<file path="src/design/imu_sample_calibrator_assert.svh">
// Assertion macros used by the calibrator back end.
`ifndef IMU_SAMPLE_CALIBRATOR_ASSERT_SVH
`define IMU_SAMPLE_CALIBRATOR_ASSERT_SVH

`ifndef SYNTHESIS
// Clocked check that is switched off while reset is held.
`define IMUCAL_ASSERT(lbl, clk_s, rst_s, prop) \
  lbl: assert property (@(posedge clk_s) disable iff (!rst_s) prop) \
    else $error("imucal check failed");
// Clocked check that also holds during reset.
`define IMUCAL_ASSERT_ALWAYS(lbl, clk_s, prop) \
  lbl: assert property (@(posedge clk_s) prop) \
    else $error("imucal check failed");
`else
`define IMUCAL_ASSERT(lbl, clk_s, rst_s, prop)
`define IMUCAL_ASSERT_ALWAYS(lbl, clk_s, prop)
`endif

`endif

</file>
<file path="src/design/imucal_pkg.sv">
// Shared types and constants of the motion-sensor sample calibrator.
package imucal_pkg;

  localparam int AXIS_N     = 3;
  localparam int SAMPLE_W   = 16;
  localparam int COARSE_W   = 32;
  localparam int FINE_W     = 16;
  localparam int DATA_W     = 192;
  localparam int CAL_N      = 6;
  localparam int CFG_ADDR_W = 5;
  localparam int CFG_DATA_W = 32;
  localparam int COUNT_W    = 8;
  localparam int SUM_W      = 24;
  localparam int DIFF_W     = 21;
  localparam int GAIN_W     = 16;
  localparam int PROD_W     = 37;
  localparam int FRAC_W     = 18;
  localparam int QDEPTH     = 4;
  localparam int QPTR_W     = 2;
  localparam int QCNT_W     = 3;

  localparam int unsigned BIAS_SAMPLES_DEF = 100;
  localparam logic [CFG_DATA_W-1:0] CAL_RESET = 32'h0000_4000;

  // Register index, taken from paddr[4:2].
  typedef enum logic [2:0] {
    REG_STREAM_ENABLE,
    REG_ACCEL_CAL_X,
    REG_ACCEL_CAL_Y,
    REG_ACCEL_CAL_Z,
    REG_MAG_CAL_X,
    REG_MAG_CAL_Y,
    REG_MAG_CAL_Z
  } reg_idx_t;

  // What the back end does with a queued sample.
  typedef enum logic [1:0] {
    KIND_LEARN,
    KIND_LEARN_LAST,
    KIND_FRAME
  } kind_t;

  typedef struct packed {
    logic [COARSE_W-1:0]            time_coarse;
    logic [FINE_W-1:0]              time_fine;
    logic [AXIS_N-1:0][SAMPLE_W-1:0] accel;
    logic [AXIS_N-1:0][SAMPLE_W-1:0] gyro;
    logic [AXIS_N-1:0][SAMPLE_W-1:0] mag;
  } sample_t;

  typedef struct packed {
    kind_t   kind;
    sample_t smp;
  } entry_t;

  // Queue head as seen by the back end.
  typedef struct packed {
    logic   valid;
    entry_t entry;
  } qhead_t;

  // Status of the bias divider.
  typedef struct packed {
    logic busy;
    logic done;
  } div_stat_t;

endpackage

</file>
<file path="src/design/imucal_queue.sv">
// Short queue between the front and back ends.
module imucal_queue (
  input  logic               clk,
  input  logic               rst_n,
  input  logic               push,
  input  imucal_pkg::entry_t push_entry,
  output logic               full,
  input  logic               pop,
  output imucal_pkg::qhead_t head
);

  imucal_pkg::entry_t                entries_r [imucal_pkg::QDEPTH];
  logic [imucal_pkg::QPTR_W-1:0]     wr_ptr_r, wr_ptr_nxt;
  logic [imucal_pkg::QPTR_W-1:0]     rd_ptr_r, rd_ptr_nxt;
  logic [imucal_pkg::QCNT_W-1:0]     fill_r, fill_nxt;

  assign full        = (fill_r == imucal_pkg::QCNT_W'(imucal_pkg::QDEPTH));
  assign head.valid  = (fill_r != '0);
  assign head.entry  = entries_r[rd_ptr_r];

  // Pointer and fill bookkeeping.
  always_comb begin
    wr_ptr_nxt = wr_ptr_r;
    rd_ptr_nxt = rd_ptr_r;
    fill_nxt   = fill_r;
    if (push) begin
      wr_ptr_nxt = wr_ptr_r + 1'b1;
    end
    if (pop) begin
      rd_ptr_nxt = rd_ptr_r + 1'b1;
    end
    if (push && !pop) begin
      fill_nxt = fill_r + 1'b1;
    end else if (pop && !push) begin
      fill_nxt = fill_r - 1'b1;
    end
  end

  always_ff @(posedge clk) begin
    if (!rst_n) begin
      wr_ptr_r <= '0;
      rd_ptr_r <= '0;
      fill_r   <= '0;
    end else begin
      wr_ptr_r <= wr_ptr_nxt;
      rd_ptr_r <= rd_ptr_nxt;
      fill_r   <= fill_nxt;
    end
  end

  // Storage needs no reset.
  always_ff @(posedge clk) begin
    if (push) begin
      entries_r[wr_ptr_r] <= push_entry;
    end
  end

endmodule

</file>
<file path="config.mk">
export PLATFORM = sky130hd
export DESIGN_NAME = imucal_queue
export DESIGN_NICKNAME = d
export VERILOG_FILES = /design/src/design/imu_sample_calibrator_assert.svh /design/src/design/imucal_pkg.sv /design/src/design/imucal_queue.sv
export SDC_FILE = /design/constraint.sdc
export NUM_CORES = 1
export LEC_CHECK = 0
export BUFFER_PORTS_ARGS = -buffer_cell sky130_fd_sc_hd__buf_2
export CAP_MARGIN = 40
export CORE_AREA = 2 2 214 216
export CTS_BUF_LIST = sky130_fd_sc_hd__clkbuf_8
export DETAILED_ROUTE_END_ITERATION = 10
export DIE_AREA = 0 0 216 218
export GPL_TIMING_DRIVEN = 0
export PLACE_DENSITY_LB_ADDON = 0.1
export SLEW_MARGIN = 0
export SYNTH_ARGS = -nofsm -noshare
export SYNTH_HDL_FRONTEND = slang
export SYNTH_SLANG_ARGS = --single-unit
</file>
<file path="constraint.sdc">
create_clock -name clk -period 13.5 [get_ports clk]
set_input_delay 0 -clock clk [delete_from_list [all_inputs] [get_ports clk]]
set_output_delay 0 -clock clk [all_outputs]
set_load 0.03 [all_outputs]
</file>
# After elaboration in Yosys (flattened, before gate mapping)
# Memories as Yosys holds them, arrays and structs flattened. A register that Yosys moved wholly into a read port is not among the register bits.
# Index checks and enable logic that the tools add are counted.
[totals]
regBits = 7
ramBits = 776
input_bits = 198
output_inout_bits = 196
elab_cells = 21
n_memories = 1
[op_classes]
add_sub_neg = 4
n_eq_ne = 1
muxes = 6
n_reduce_logical = 6
[memory_table]
columns = ["memory", "depth", "width", "read_ports", "rd_ports_with_merged_regs", "wr", "line_no", "text"]
rows = [
  ["entries_r", 4, 194, 1, 1, 1, "imucal_queue.sv:12", "imucal_pkg::entry_t entries_r [imucal_pkg::QDEPTH];"],
]
[op_table]
columns = ["op", "n"]
rows = [
  ["2-to-1 mux 3 bit", 2],
  ["adder 2 x 1 -> 2 bit, second input constant", 2],
  ["2-to-1 mux 2 bit", 2],
  ["adder 3 x 1 -> 3 bit, second input constant", 1],
  ["== test 3 bit, second input constant", 1],
  ["nonzero test 3 bit", 1],
  ["subtractor 3 x 1 -> 3 bit, second input constant", 1],
  ["logical AND 1 bit", 2],
  ["zero test 1 bit", 2],
  ["2-to-1 mux 1 bit", 2],
  ["nonzero test 2 bit", 1],
]

# Logic depth before layout (Yosys ltp)
[depth]
ltp_word = 4
ltp_mapped = 7
mapped_depth_nobuf = 7

# Least setup slack after synthesis
# OpenSTA, ideal clock, no wires.
[synth_timing]
path_type = "register to register"
startpoint = "register wr_ptr_r[0] in the netlist's numbering"
endpoint = "memory entries_r[0][0] in the netlist's numbering, enable pin"
setup_ns = 0.577
arrival_ns = 4.956
required_time_ns = 12.923
setup_slack_ns = 7.967
stages_incl_launch_ff = 4
n_path_buf = 0
synth_period_minus_slack_ns = 5.533
cell_sequence = "dfxtp_1 inv_1 ha_1 and2_1"
[synth_lines]
columns = ["item", "line_no", "text"]
rows = [
  ["start: declaration", "imucal_queue.sv:13", "logic [imucal_pkg::QPTR_W-1:0] wr_ptr_r, wr_ptr_nxt;"],
  ["start signal: assignment", "imucal_queue.sv:45", "wr_ptr_r <= wr_ptr_nxt;"],
  ["end: declaration", "imucal_queue.sv:12", ""],
]
# No word-level cell before the write port.

==> qor.yml <==
worst-endpoint-arrival_ns: 2.68
final_layout_size_suffix_gt1_frac: 0.411
finalWeightedCongestion: 0.759
nature_of_the_critical_path_endpoint: "primary output"
syn_inst: 1057
antenna_found_initial: 9
run_status: "complete, no violations"
postRouteWirelength_um: 62800
final_cell_count_no_fill: 2547
synth-async-reset-ratio: 0
critPathKind: "reg -> out"
worst_clock_skew_ns: 0.0231
setup_viol: 0
ys.warnings.count: 0
place.detailed.instances: 2068
clk-insertion-delay-late_ns: 0.73
worst_path_dominant_cell_family: "buffers and inverters"
syn_area_mm2: 0.0285
cellPowerDensity_mw_per_mm2: 148
regArea_mm2: 0.0235
floorplan.die_area_mm2: 0.0471
final_net_count: 2051
element_type_at_the_critical_path_start: "flip-flop"
critical_path.max_fanout: 10
horizontal_die_dimension_um: 216
mappedNetlistNets: 1261
finalCritPeriodShare: 0.198
drv_slew: 0
drtPass1Iterations: 5
dr_total_vias: 14500
synth_top_area_share: 0.819
grt_setup_unrepaired: "no"
synth_to_final_area_change_pct: 28.1
hold_class: "in -> reg"
cts.path.max_buffers: 3
cts_buffers: 116
synth_cell_type_count: 19
avgSynthCellArea_um2: 26.9
worstMarginPinSlew_ns: 0.729
placement_rows: 78
clk_root_buffer_cell: "sky130_fd_sc_hd__clkbuf_8"
io_buffers: 393
p_leak_nw: 12.7
synth_commonest_cells: "sky130_fd_sc_hd__edfxtp_1 (776), sky130_fd_sc_hd__mux4_2 (194), sky130_fd_sc_hd__buf_2 (21)"
clock_tree.htree_level_count: 3
sum_of_net_half_perimeters_after_detailed_placement_um: 34900
yosys_most_used_dff: "sky130_fd_sc_hd__edfxtp_1"
coreArea_mm2: 0.0449
synth.area.top_cells: "sky130_fd_sc_hd__edfxtp_1 (82%), sky130_fd_sc_hd__mux4_2 (15%), sky130_fd_sc_hd__buf_6 (0.75%)"
worst-endpoint-required_ns: 13.50
cp_num_buf_inv: 5
start_util: 0.634
ant_nets: 0
drt-initial-drc-count: 1128
timing.setup.tns_ns: 0
io_pins: 394
synth.largest_area_cell: "sky130_fd_sc_hd__edfxtp_1"
timing_hold_violations_final: 0
worstPathCellList: "buf_2 -> clkbuf_1 -> buf_6 -> buf_2 -> mux4_2 -> buf_2"
avgRoutedWirePerCell_um: 24.6
cts.sinks: 785
critPathMostFrequentCell: "sky130_fd_sc_hd__buf_2"
cts_repair_resize_count: 0
achievable-frequency_mhz: 374
height_of_the_chip_um: 218
filler_cell_count: 2189
grt_start_max_net_pins: 54
critical-path-max-stage-delay_ns: 0.41
synth-seq-cells: 785
multiInputGateArea_mm2: 0.00463
grt-ovfl-total: 0
standard_cell_with_the_maximum_stage_delay_on_the_critical_path: "sky130_fd_sc_hd__clkbuf_1"
cts_tree: "yes"
remaining_drc_errors: 0
grt_pass1_wl_um: 94000
vdd.ir_drop.worst_uv: 129
max_cap_viol_count: 0
number_of_enable_type_register_cells_in_the_synthesized_netlist: 776
clk_pin_slew_worst_paths_ns: 0.07
vias_in_the_first_global_route: 15500
post-synth-top-count-cell: "sky130_fd_sc_hd__edfxtp_1"
via_per_inst: 5.70
timing.final.crit_period_ns: 2.68
relSlewSlack: 0.514
yosysSeqAreaShare: 0.825
grt_use_total: 0.273
[metal layers]
| layer | track usage | part of all wire | vias up |
|---|---|---|---|
| met3 | 0.0668 | 0.078 | 112 |
| met1 | 0.358 | 0.37 | 7534 |
| li1 | - | - | 6213 |
| met2 | 0.454 | 0.52 | 663 |
| met5 | 0 | 0.00056 | - |
| met4 | 0.104 | 0.027 | 6 |
[registers in the layout, indices dropped and copies added, names as in the netlist, named ones only]
signal	count
entries_r	776
fill_r	3
rd_ptr_r	2
wr_ptr_r	2
[cells in the final DEF (no fill, tap or decap), drive strengths merged]
cell type / n
ha: 5
a21boi: 1
o21ai: 1
and2: 9
clkinvlp: 3
dlygate4sd3: 261
clkinv: 37
nand2: 1
buf: 451
mux4: 194
bufinv: 7
or3: 2
nor2b: 2
edfxtp: 776
fa: 1
nor3b: 1
mux2i: 2
inv: 45
clkbuf: 123
xnor2: 2
diode: 11
dfxtp: 9
xor2: 3
[cell families after synthesis]
family | synth area share
compound gates | 0.000440
fa+ha+maj | 0.00290
buf+inv | 0.0123
simple gates | 0.00325
flops | 0.825
xor+xnor | 0.00154
mux | 0.154
[path summary, 6_finish.rpt]
kind,depth (start not counted),startpoint,endpoint,slack [ns]
worst max register to register,5,wr_ptr_r[0],entries_r[2][147],11.36
worst max-delay path,6,flip-flop,head[91],10.82
worst min register to register,2,fill_r[2],fill_r[2],0.51
worst min-delay path,2,push_entry[185],entries_r[3][185],0.05
[power breakdown]
| group | internal [W] | switching [W] |
|---|---|---|
| logic | 0.000297 | 0.000455 |
| registers | 0.00280 | 0.0000279 |
| clock network | 0.000949 | 0.000879 |
| total | 0.00405 | 0.00136 |
[through the flow]
step / power, W / hold WS, ns / util / area [um^2] / setup WS (ns)
global placement: 0.00357 / 0.208 / 0.694 / 31200 / 4.40
floorplan: 0.00334 / 0.0989 / - / 28500 / 7.97
global route: 0.00559 / 0.0139 / 0.811 / 36400 / 10.67
CTS: 0.00541 / 0.000376 / 0.811 / 36400 / 10.68
detailed placement: 0.00356 / 0.214 / 0.704 / 31600 / 11.38
finish: 0.00541 / 0.0486 / 0.812 / 36400 / 10.82
[layout make-up]
type | instances | share of cell area
Tap cell | 600 | 0.0206
Antenna cell | 11 | 0.000755
Clock inverter | 88 | 0.0152
Clock buffer | 119 | 0.0449
Timing Repair Buffer | 672 | 0.137
Sequential cell | 785 | 0.644
Inverter | 4 | 0.000412
Buffer | 44 | 0.00917
Multi-Input combinational cell | 224 | 0.127
[timing repair]
item                      CTS  global route
hold buffers              261             0
hold endpoints to repair  875             0
buffers inserted            0             0
(Power assumes the default switching activity.)
