**config.mk**
```make
export PLATFORM = sky130hd
export DESIGN_NAME = imucal_front
export DESIGN_NICKNAME = d
export VERILOG_FILES = /design/src/design/imu_sample_calibrator_assert.svh /design/src/design/imucal_pkg.sv /design/src/design/imucal_front.sv
export SDC_FILE = /design/constraint.sdc
export NUM_CORES = 1
export LEC_CHECK = 0
export CAP_MARGIN = 20
export CORE_AREA = 8 8 146 148
export DETAILED_ROUTE_END_ITERATION = 7
export DIE_AREA = 0 0 154 156
export DONT_BUFFER_PORTS = 1
export GPL_TIMING_DRIVEN = 1
export PLACE_DENSITY = 0.3
export SYNTH_ARGS = -nofsm -noshare
export SYNTH_HDL_FRONTEND = slang
export SYNTH_SLANG_ARGS = --single-unit
```
**constraint.sdc**
```tcl
create_clock -name clk -period 1.7 [get_ports clk]
set_input_delay 0.17 -clock clk [delete_from_list [all_inputs] [get_ports clk]]
set_output_delay 0.17 -clock clk [all_outputs]
set_load 0.05 [all_outputs]
```
**src/design/imu_sample_calibrator_assert.svh**
```systemverilog
// Assertion macros used by the calibrator back end.
`ifndef IMU_SAMPLE_CALIBRATOR_ASSERT_SVH
`define IMU_SAMPLE_CALIBRATOR_ASSERT_SVH

`ifndef SYNTHESIS
// Clocked check that is switched off while reset is held.
`define IMUCAL_ASSERT(lbl, clk_s, rst_s, prop) \
  lbl: assert property (@(posedge clk_s) disable iff (!rst_s) prop) \
    else $error("imucal check failed");
// Clocked check that also holds during reset.
`define IMUCAL_ASSERT_ALWAYS(lbl, clk_s, prop) \
  lbl: assert property (@(posedge clk_s) prop) \
    else $error("imucal check failed");
`else
`define IMUCAL_ASSERT(lbl, clk_s, rst_s, prop)
`define IMUCAL_ASSERT_ALWAYS(lbl, clk_s, prop)
`endif

`endif

```
**src/design/imucal_pkg.sv**
```systemverilog
// Shared types and constants of the motion-sensor sample calibrator.
package imucal_pkg;

  localparam int AXIS_N     = 3;
  localparam int SAMPLE_W   = 16;
  localparam int COARSE_W   = 32;
  localparam int FINE_W     = 16;
  localparam int DATA_W     = 192;
  localparam int CAL_N      = 6;
  localparam int CFG_ADDR_W = 5;
  localparam int CFG_DATA_W = 32;
  localparam int COUNT_W    = 8;
  localparam int SUM_W      = 24;
  localparam int DIFF_W     = 21;
  localparam int GAIN_W     = 16;
  localparam int PROD_W     = 37;
  localparam int FRAC_W     = 18;
  localparam int QDEPTH     = 4;
  localparam int QPTR_W     = 2;
  localparam int QCNT_W     = 3;

  localparam int unsigned BIAS_SAMPLES_DEF = 100;
  localparam logic [CFG_DATA_W-1:0] CAL_RESET = 32'h0000_4000;

  // Register index, taken from paddr[4:2].
  typedef enum logic [2:0] {
    REG_STREAM_ENABLE,
    REG_ACCEL_CAL_X,
    REG_ACCEL_CAL_Y,
    REG_ACCEL_CAL_Z,
    REG_MAG_CAL_X,
    REG_MAG_CAL_Y,
    REG_MAG_CAL_Z
  } reg_idx_t;

  // What the back end does with a queued sample.
  typedef enum logic [1:0] {
    KIND_LEARN,
    KIND_LEARN_LAST,
    KIND_FRAME
  } kind_t;

  typedef struct packed {
    logic [COARSE_W-1:0]            time_coarse;
    logic [FINE_W-1:0]              time_fine;
    logic [AXIS_N-1:0][SAMPLE_W-1:0] accel;
    logic [AXIS_N-1:0][SAMPLE_W-1:0] gyro;
    logic [AXIS_N-1:0][SAMPLE_W-1:0] mag;
  } sample_t;

  typedef struct packed {
    kind_t   kind;
    sample_t smp;
  } entry_t;

  // Queue head as seen by the back end.
  typedef struct packed {
    logic   valid;
    entry_t entry;
  } qhead_t;

  // Status of the bias divider.
  typedef struct packed {
    logic busy;
    logic done;
  } div_stat_t;

endpackage

```
**src/design/imucal_front.sv**
```systemverilog
// Front end: accepts input words, drops them while disabled and tags learning or frame.
module imucal_front #(
  parameter int unsigned BIAS_SAMPLES = imucal_pkg::BIAS_SAMPLES_DEF
) (
  input  logic                        clk,
  input  logic                        rst_n,
  input  logic                        stream_enable,
  input  logic                        in_tvalid,
  output logic                        in_tready,
  input  logic [imucal_pkg::DATA_W-1:0] in_tdata,
  input  logic                        q_full,
  output logic                        q_push,
  output imucal_pkg::entry_t          q_entry
);

  localparam logic [imucal_pkg::COUNT_W-1:0] NUM_V  =
    imucal_pkg::COUNT_W'(BIAS_SAMPLES);
  localparam logic [imucal_pkg::COUNT_W-1:0] LAST_V =
    imucal_pkg::COUNT_W'(BIAS_SAMPLES - 1);

  logic [imucal_pkg::COUNT_W-1:0] count_r, count_nxt;
  logic                           accept;
  logic                           learning;

  assign in_tready = !q_full;
  assign accept    = in_tvalid && in_tready;
  assign learning  = (count_r < NUM_V);
  assign q_push    = accept && stream_enable;

  // Unpack the word, first field in the lowest bits.
  always_comb begin
    q_entry.smp.time_coarse = in_tdata[31:0];
    q_entry.smp.time_fine   = in_tdata[47:32];
    for (int i = 0; i < imucal_pkg::AXIS_N; i++) begin
      q_entry.smp.accel[i] = in_tdata[48 + 16*i +: 16];
      q_entry.smp.gyro[i]  = in_tdata[96 + 16*i +: 16];
      q_entry.smp.mag[i]   = in_tdata[144 + 16*i +: 16];
    end
    if (!learning) begin
      q_entry.kind = imucal_pkg::KIND_FRAME;
    end else if (count_r == LAST_V) begin
      q_entry.kind = imucal_pkg::KIND_LEARN_LAST;
    end else begin
      q_entry.kind = imucal_pkg::KIND_LEARN;
    end
  end

  // Learning counter stops at the number of bias samples.
  always_comb begin
    count_nxt = count_r;
    if (q_push && learning) begin
      count_nxt = count_r + 1'b1;
    end
  end

  always_ff @(posedge clk) begin
    if (!rst_n) begin
      count_r <= '0;
    end else begin
      count_r <= count_nxt;
    end
  end

endmodule

```
== Yosys cells after proc, flatten, opt, wreduce, memory -nomap -nowiden ==
Index checks and enable logic that the tools add are counted.

* Input bits: 197
* Bits in registers: 8

* Multiplexer cells: 2
* Add/sub/neg operators: 1
* $lt $le $gt $ge: 1
* Equality and inequality tests: 1
* Reductions and logical operators: 4

{| class="wikitable"
|+ Operators by type and width
! cell !! count
|-
| 8-bit by 1-bit adder with 8-bit output (second input constant) || 1
|-
| 8-bit by 7-bit equality test with 1-bit output (second input constant) || 1
|-
| 8-bit by 7-bit less-than comparator with 1-bit output (second input constant) || 1
|-
| 1-bit logical AND || 3
|-
| 2-bit 2-to-1 mux || 1
|-
| 1-bit logical NOT || 1
|-
| 1-bit 2-to-1 mux || 1
|}

== Logic depth before layout (Yosys ltp) ==
Gate-level depths: netlist of the first run.

* Depth after elaboration: 4
* Gate-level depth with buffers: 4
* Mapped depth without buffers: 4

== Worst setup path before layout of the first run ==
No wires, ideal clock.

* Path type: register to output
* From: reg count_r[2] (netlist bit)
* To: out q_entry[192] (netlist bit)
* Stages on the path, launching flop included: 3
* Buffers on the path: 0
* Arrival: 1.881 ns
* Data required time: 1.530 ns
* Setup slack: -0.351 ns
* Cells stage by stage: dfxtp_1 or3_2 nor3_1

{| class="wikitable"
|+ RTL lines
! item !! line !! text
|-
| from (decl) || imucal_front.sv:21 || <nowiki>logic [imucal_pkg::COUNT_W-1:0] count_r, count_nxt;</nowiki>
|-
| from (signal assigned) || imucal_front.sv:60 || <nowiki>count_r <= count_nxt;</nowiki>
|-
| to (decl) || imucal_front.sv:13 || <nowiki>output imucal_pkg::entry_t q_entry</nowiki>
|}

==> impl_results.md, run 1 <==
* Number of global-route vias before repair at ~650
* Setup CP Type: flop to primary output
* Actual slew at the worst max-slew pin at around 0.43 ns
* N_diodes at 0
* Sum Neg Setup Slack at 0 ns
* Area leader, netlist: buf_4
* Mean post-synth cell area at a little under 8 um2
* Sw Share at a little under a fifth
* Pre-antenna DRT Iters at 4
* Via density at 2.045
* Setup WS post-layout at ~0.099 ns
* Finish-stage setup viols at 0
* Register area share after synthesis at ~8.5%
* Routed Antenna Nets at 0
* Placed cell areas at around 770 um2
* Clock root buffer: clkbuf_16
* Hold path startpoint: rst_n
* P_int at 0.5018 mW
* Total routed wirelength at between 4000 and 5000 um
* Sequential Power Share at between 30% and 40%
* Finished Cell Area at 848.3 um2
* IO Count at just under 400
* Final core area utilization at under 10%
* R2r startpoint: count_r[2]$_SDFFE_PN0P_
* RSZ-0062 raised after global routing: false
* Max-slew headroom at a little under three quarters
* LEAKAGE at ~0.20 nW
* Net Switching at around 0.11 mW
* Synth area leaders: buf_4 77%, dfxtp_1 8.5%, mux2i_1 2.7%, nand2_1 2.2%, o311a_4 1.1%
* R2R Setup Slk at about 0.27 ns
* CTS H-Tree Depth at 1
* Primary FF master, synth: dfxtp_1
* WP data required at about 1.5 ns
* Number of synthesized flops with an enable pin at 0
* Initial Utilization at 9.863%
* Mapped Cells at between 200 and 250
* Final period utilization at ~94%
* Initial antenna violation count at 0
* Crit end category: primary output
* CTS max path bufs at 2
* Post-synth cell types at 23
* Final layout net count at 254
* CTS tree: built
* Die Wd at ~150 um
* Post-Syn Area at about 1900 um2
* Sink Count at 8
* Number of synthesis warnings at 0
* Dpl hpwl at around 3900 um
* Critical Path Source: count_r[2]$_SDFFE_PN0P_
* Clk_lat worst skew at 0.23 ns
* Drt drc at 0
* Power Total at 0.6164 mW
* Peak VDD IR at 0.0001648 V
* CP Launch Type: flop
* Postcts setup bufs at 0
* First-pass GRT wire length at 5540 um
* Biggest register: count_r
* Gate power share at between 3 and 4%
* Top Registers: count_r x8
* CP max FO at 5
* Row cnt at 51
* CTS Hold Buffers Added at 0
* Die area at between 20,000 and 25,000 um2
* HP Class: input pin to flop
* Max_cap viols at 0
* Routed WL per cell at between 15 and 20 um
* Min cycle time layout at about 1.6 ns
* Die H at around 160 um
* Syn_nets at 440
* Clock slew at reported path FFs at about 0.040 ns
* Area grow syn2layout at -54.92%
* Grt total ovfl at 0
* Status: finished, final reports clean
* Synth top area share at roughly three quarters
* Vias after detailed routing at between 500 and 600
* Starting DRC count in detailed routing at 16
* Skew final at roughly 0.0015 ns
* Gpl congestion at 0.5847
* Clk pwr share at about two thirds
* Fmax at 624.7 MHz
* Pre-CTS WS at roughly 0.26 ns
* Critical Path AT at 1.43 ns
* GRT Overall Usage at 3.445%
* Largest register FFs at 8
* Pwr dens at between 700 and 800 nW/um2
* Pins Over Slew Limit at 0
* Num CTS Buffers at 3
* Flops & latches, synth at 8
* Synth top cells by count: 192 x buf_4, 11 x nand2_1, 8 x dfxtp_1, 5 x mux2i_1
* Largest net degree at the start of global routing at 14
* Most common cell in the netlist: buf_4
* Synth async-reset ratio at 0%
* IO buf count at 0
* Core footprint at ~19,000 um2
* Final hold vios at 0
* Layout cell share with drive strength beyond 1 at 18.52%
-- layout by cell type, fill, tap and decap left out, drive strengths merged --
cell type and n:
o311a 1, or4 1, o21ai 1, buf 2, dfxtp 8, nor2 1
nand4b 2, nor4b 1, a21boi 1, ha 1, mux2i 5, inv 3
nor3 1, clkbuf 3, or2 1, and2 1, or3 1, nand2b 3
o21a 1, o31ai 1, nor4 4, nand2 11
-- what timing repair did --
action                                  4_1_cts  5_1_grt
hold endpoints to repair                      0        0
endpoints found under the setup margin        0        1
resized for setup                             0        1
-- cell type report --
| class | count | area (um2) |
|---|---|---|
| clock buffer | 3 | 75.07 |
| fill | 2211 | 18230 |
| inverter | 3 | 11.26 |
| multi-input combinational | 38 | 276.5 |
| sequential | 8 | 160.2 |
| tap | 238 | 297.8 |
| timing repair buffer | 2 | 27.53 |
-- cell families (layout without fill, tap and decap cells) --
logic type	after synthesis	in the layout	synth area share [%]
and+or+nand+nor	27	27	8.179
muxes	5	5	2.660
buffers and inverters	196	8	77.39
adders and majority gates	1	1	0.6648
DFF	8	8	8.510
AOI/OAI and AO/OA	5	5	2.593
-- routing by layer --
metal	GRT usage, %	up-vias	routed length, um
met5	0.4310	-	0
met4	5.646	0	664
met3	4.377	63	1260
met2	5.181	110	2044
met1	1.011	238	501
li1	-	186	-
-- metrics by stage --
stage	cells	hold WS (ns)
5_1_grt	292	0.06382
3_5_place_dp	289	0.2975
2_1_floorplan	242	0.3248
3_3_place_gp	289	0.2996
4_1_cts	292	0.05430
6_report	292	0.05523
-- final timing paths --
kind                                  end  cells after the start
setup / recovery             q_entry[192]                      3
hold reg to reg   count_r[1]$_SDFFE_PN0P_                      2
hold / removal    count_r[6]$_SDFFE_PN0P_                      1
setup reg to reg  count_r[2]$_SDFFE_PN0P_                      3
-- worst max-delay path, stage by stage (launching register included) --
cell,delay [ns]
dfxtp_1,0.34
or3_2,0.52
nor3_4,0.17
buf_12,0.16
-- power groups by stage --
stage               clock network [mW]  logic [mW]  registers, mW
CTS                              0.417      0.0215          0.192
detailed placement                   0      0.0215          0.195
global route                     0.433      0.0228          0.192
global placement                     0      0.0214          0.195
floorplan                            0        1.24          0.194
finish                           0.404      0.0209          0.192
No activity file was read; power rests on OpenSTA's default activity.
==> inputs of run 2 (changes only) <==
==> constraint.sdc (replaced) <==
create_clock -name clk -period 1.7 [get_ports clk]
set_input_delay 0.17 -clock clk [delete_from_list [all_inputs] [get_ports clk]]
set_output_delay 0.17 -clock clk [all_outputs]
set_load 0.01 [all_outputs]
==> impl_results.md, run 2 (same netlist as run 1, synthesis figures left out) <==
* Status: finished, final reports clean
* Layout cell share with drive strength beyond 1 at 13.46% (-5.1 points)
* Grt total ovfl at 0 (unchanged)
* CP Launch Type: flop
* Finish-stage setup viols at 0 (unchanged)
* Final period utilization at 94.62% (+0.47 points)
* CP max-delay cell: or3_2
* CTS-repair resized insts at 0 (unchanged)
* Gpl congestion at 0.6377 (+9.1%)
* Final layout net count at 252 (-0.79%)
* Placed cell areas at 734.5 um2 (-4.2%)
* CTS Hold Buffers Added at 0 (unchanged)
* Clock root buffer: clkbuf_16
* Pins Over Slew Limit at 0 (unchanged)
* Top Registers: count_r x8
* LEAKAGE at 0.1850 nW (-8.5%)
* Critical Path AT at 1.44 ns (about the same)
* Pwr dens at 736.7 nW/um2 (+1.4%)
* GRT Overall Usage at 3.906% (+0.46 points)
* Vias after detailed routing at 609 (+2.0%)
* Largest stage delay, worst path at 0.48 ns (-0.04 ns)
* Core footprint at 19,080 um2 (unchanged)
* CTS max path bufs at 2 (unchanged)
* Initial antenna violation count at 0 (unchanged)
* Row cnt at 51 (unchanged)
* CTS H-Tree Depth at 1 (unchanged)
* Hold WS at 0.05906 ns (+0.003825 ns)
* Starting DRC count in detailed routing at 19 (+3)
* Min cycle time layout at 1.609 ns (+0.007945 ns)
* Area grow syn2layout at -56.98%
* Most common cell after layout, fill and taps aside: nand2_1
* Postcts setup bufs at 0 (unchanged)
* Crit end category: primary output
* HP Class: input pin to flop
* Total routed wirelength at 5251 um (+17%)
* Most frequent cells in the layout: 11 x nand2_1, 8 x dfxtp_1, 5 x mux2i_1
* Number of global-route vias before repair at 675 (+4.3%)
* Largest register FFs at 8 (unchanged)
* Skew final at 0.001606 ns (+0.00007027 ns)
* Initial Utilization at 9.863% (unchanged)
* Cells along the critical path: or3_2, nor3_1
* CP max FO at 5 (unchanged)
* Final hold vios at 0 (unchanged)
* RSZ-0062 raised after global routing: false
* Drt drc at 0 (unchanged)
* WP data required at 1.53 ns (about the same)
* N_diodes at 0 (unchanged)
* Pre-antenna DRT Iters at 4 (unchanged)
* Sum Neg Setup Slack at 0 ns (unchanged)
* Worst path top cell family by delay: simple AND/OR/NAND/NOR gates
* Largest net degree at the start of global routing at 14 (unchanged)
* Max-slew headroom at 71.55% (about the same)
* Sink Count at 8 (unchanged)
* Die H at 156 um (unchanged)
* Dpl hpwl at 4679 um (+19%)
* Actual slew at the worst max-slew pin at 0.4235 ns (-0.002757 ns)
* First-pass GRT wire length at 6375 um (+15%)
* IO Count at 393 (unchanged)
* CTS tree: built
* Fmax at 621.7 MHz (-0.49%)
* Num CTS Buffers at 3 (unchanged)
* Die area at 24,020 um2 (unchanged)
* Finished Cell Area at 809.5 um2 (-4.6%)
* Clk_lat worst skew at 0.23 ns (about the same)
* Via density at 2.100 (+2.7%)
* Routed Antenna Nets at 0 (unchanged)
* Biggest register: count_r
* Die Wd at 154 um (unchanged)
* IO buf count at 0 (unchanged)
* Routed WL per cell at 18.11 um (+18%)
* Setup CP Type: flop to primary output
* Power Total at 0.5964 mW (-3.2%)
* Max_cap viols at 0 (unchanged)
* Peak VDD IR at 0.0003803 V (+130%)
* Clock slew at reported path FFs at 0.04 ns (about the same)
* Crit path buffers/inverters at 0 (-1)
## run 2: worst paths after layout
check,depth (start not counted),start,to,slack (ns)
hold / removal,1,rst_n,count_r[6]$_SDFFE_PN0P_,0.06
hold reg to reg,2,count_r[1]$_SDFFE_PN0P_,count_r[1]$_SDFFE_PN0P_,0.47
setup / recovery,2,count_r[2]$_SDFFE_PN0P_,q_entry[192],0.09
setup reg to reg,3,count_r[2]$_SDFFE_PN0P_,count_r[2]$_SDFFE_PN0P_,0.25
## run 2: cell type report
type / count / area (um2)
Multi-Input combinational cell: 38 / 265.3
Tap cell: 238 / 297.8
Clock buffer: 3 / 75.07
Sequential cell: 8 / 160.2
Fill cell: 2228 / 18270
Inverter: 3 / 11.26
## run 2: report_power, final
group	total, mW	internal, mW	switching [mW]
logic	0.0124	0.00622	0.00614
registers	0.192	0.190	0.00150
clock network	0.392	0.303	0.0891
total	0.596	0.500	0.0967
## run 2: worst reg2reg max path: stages (launching register included)
cell and delay [ns]:
dfxtp_1 0.35, o311a_4 0.42, or4_1 0.47, a21boi_1 0.14
## run 2: through the flow
step	util [%]	std cells	setup WS, ns
floorplan	-	242	0.3395
global placement	3.849	287	0.2706
detailed placement	3.849	287	0.2637
CTS	4.243	290	0.07686
global route	4.243	290	0.04758
finish	4.243	290	0.09141
## run 2: routing by layer
| layer | track usage (%) | vias up | wire, um |
|---|---|---|---|
| met5 | 0 | - | 0 |
| met4 | 7.326 | 0 | 920 |
| met3 | 5.346 | 87 | 1709 |
| met2 | 5.350 | 115 | 2115 |
| met1 | 1.043 | 224 | 504 |
| li1 | - | 183 | - |
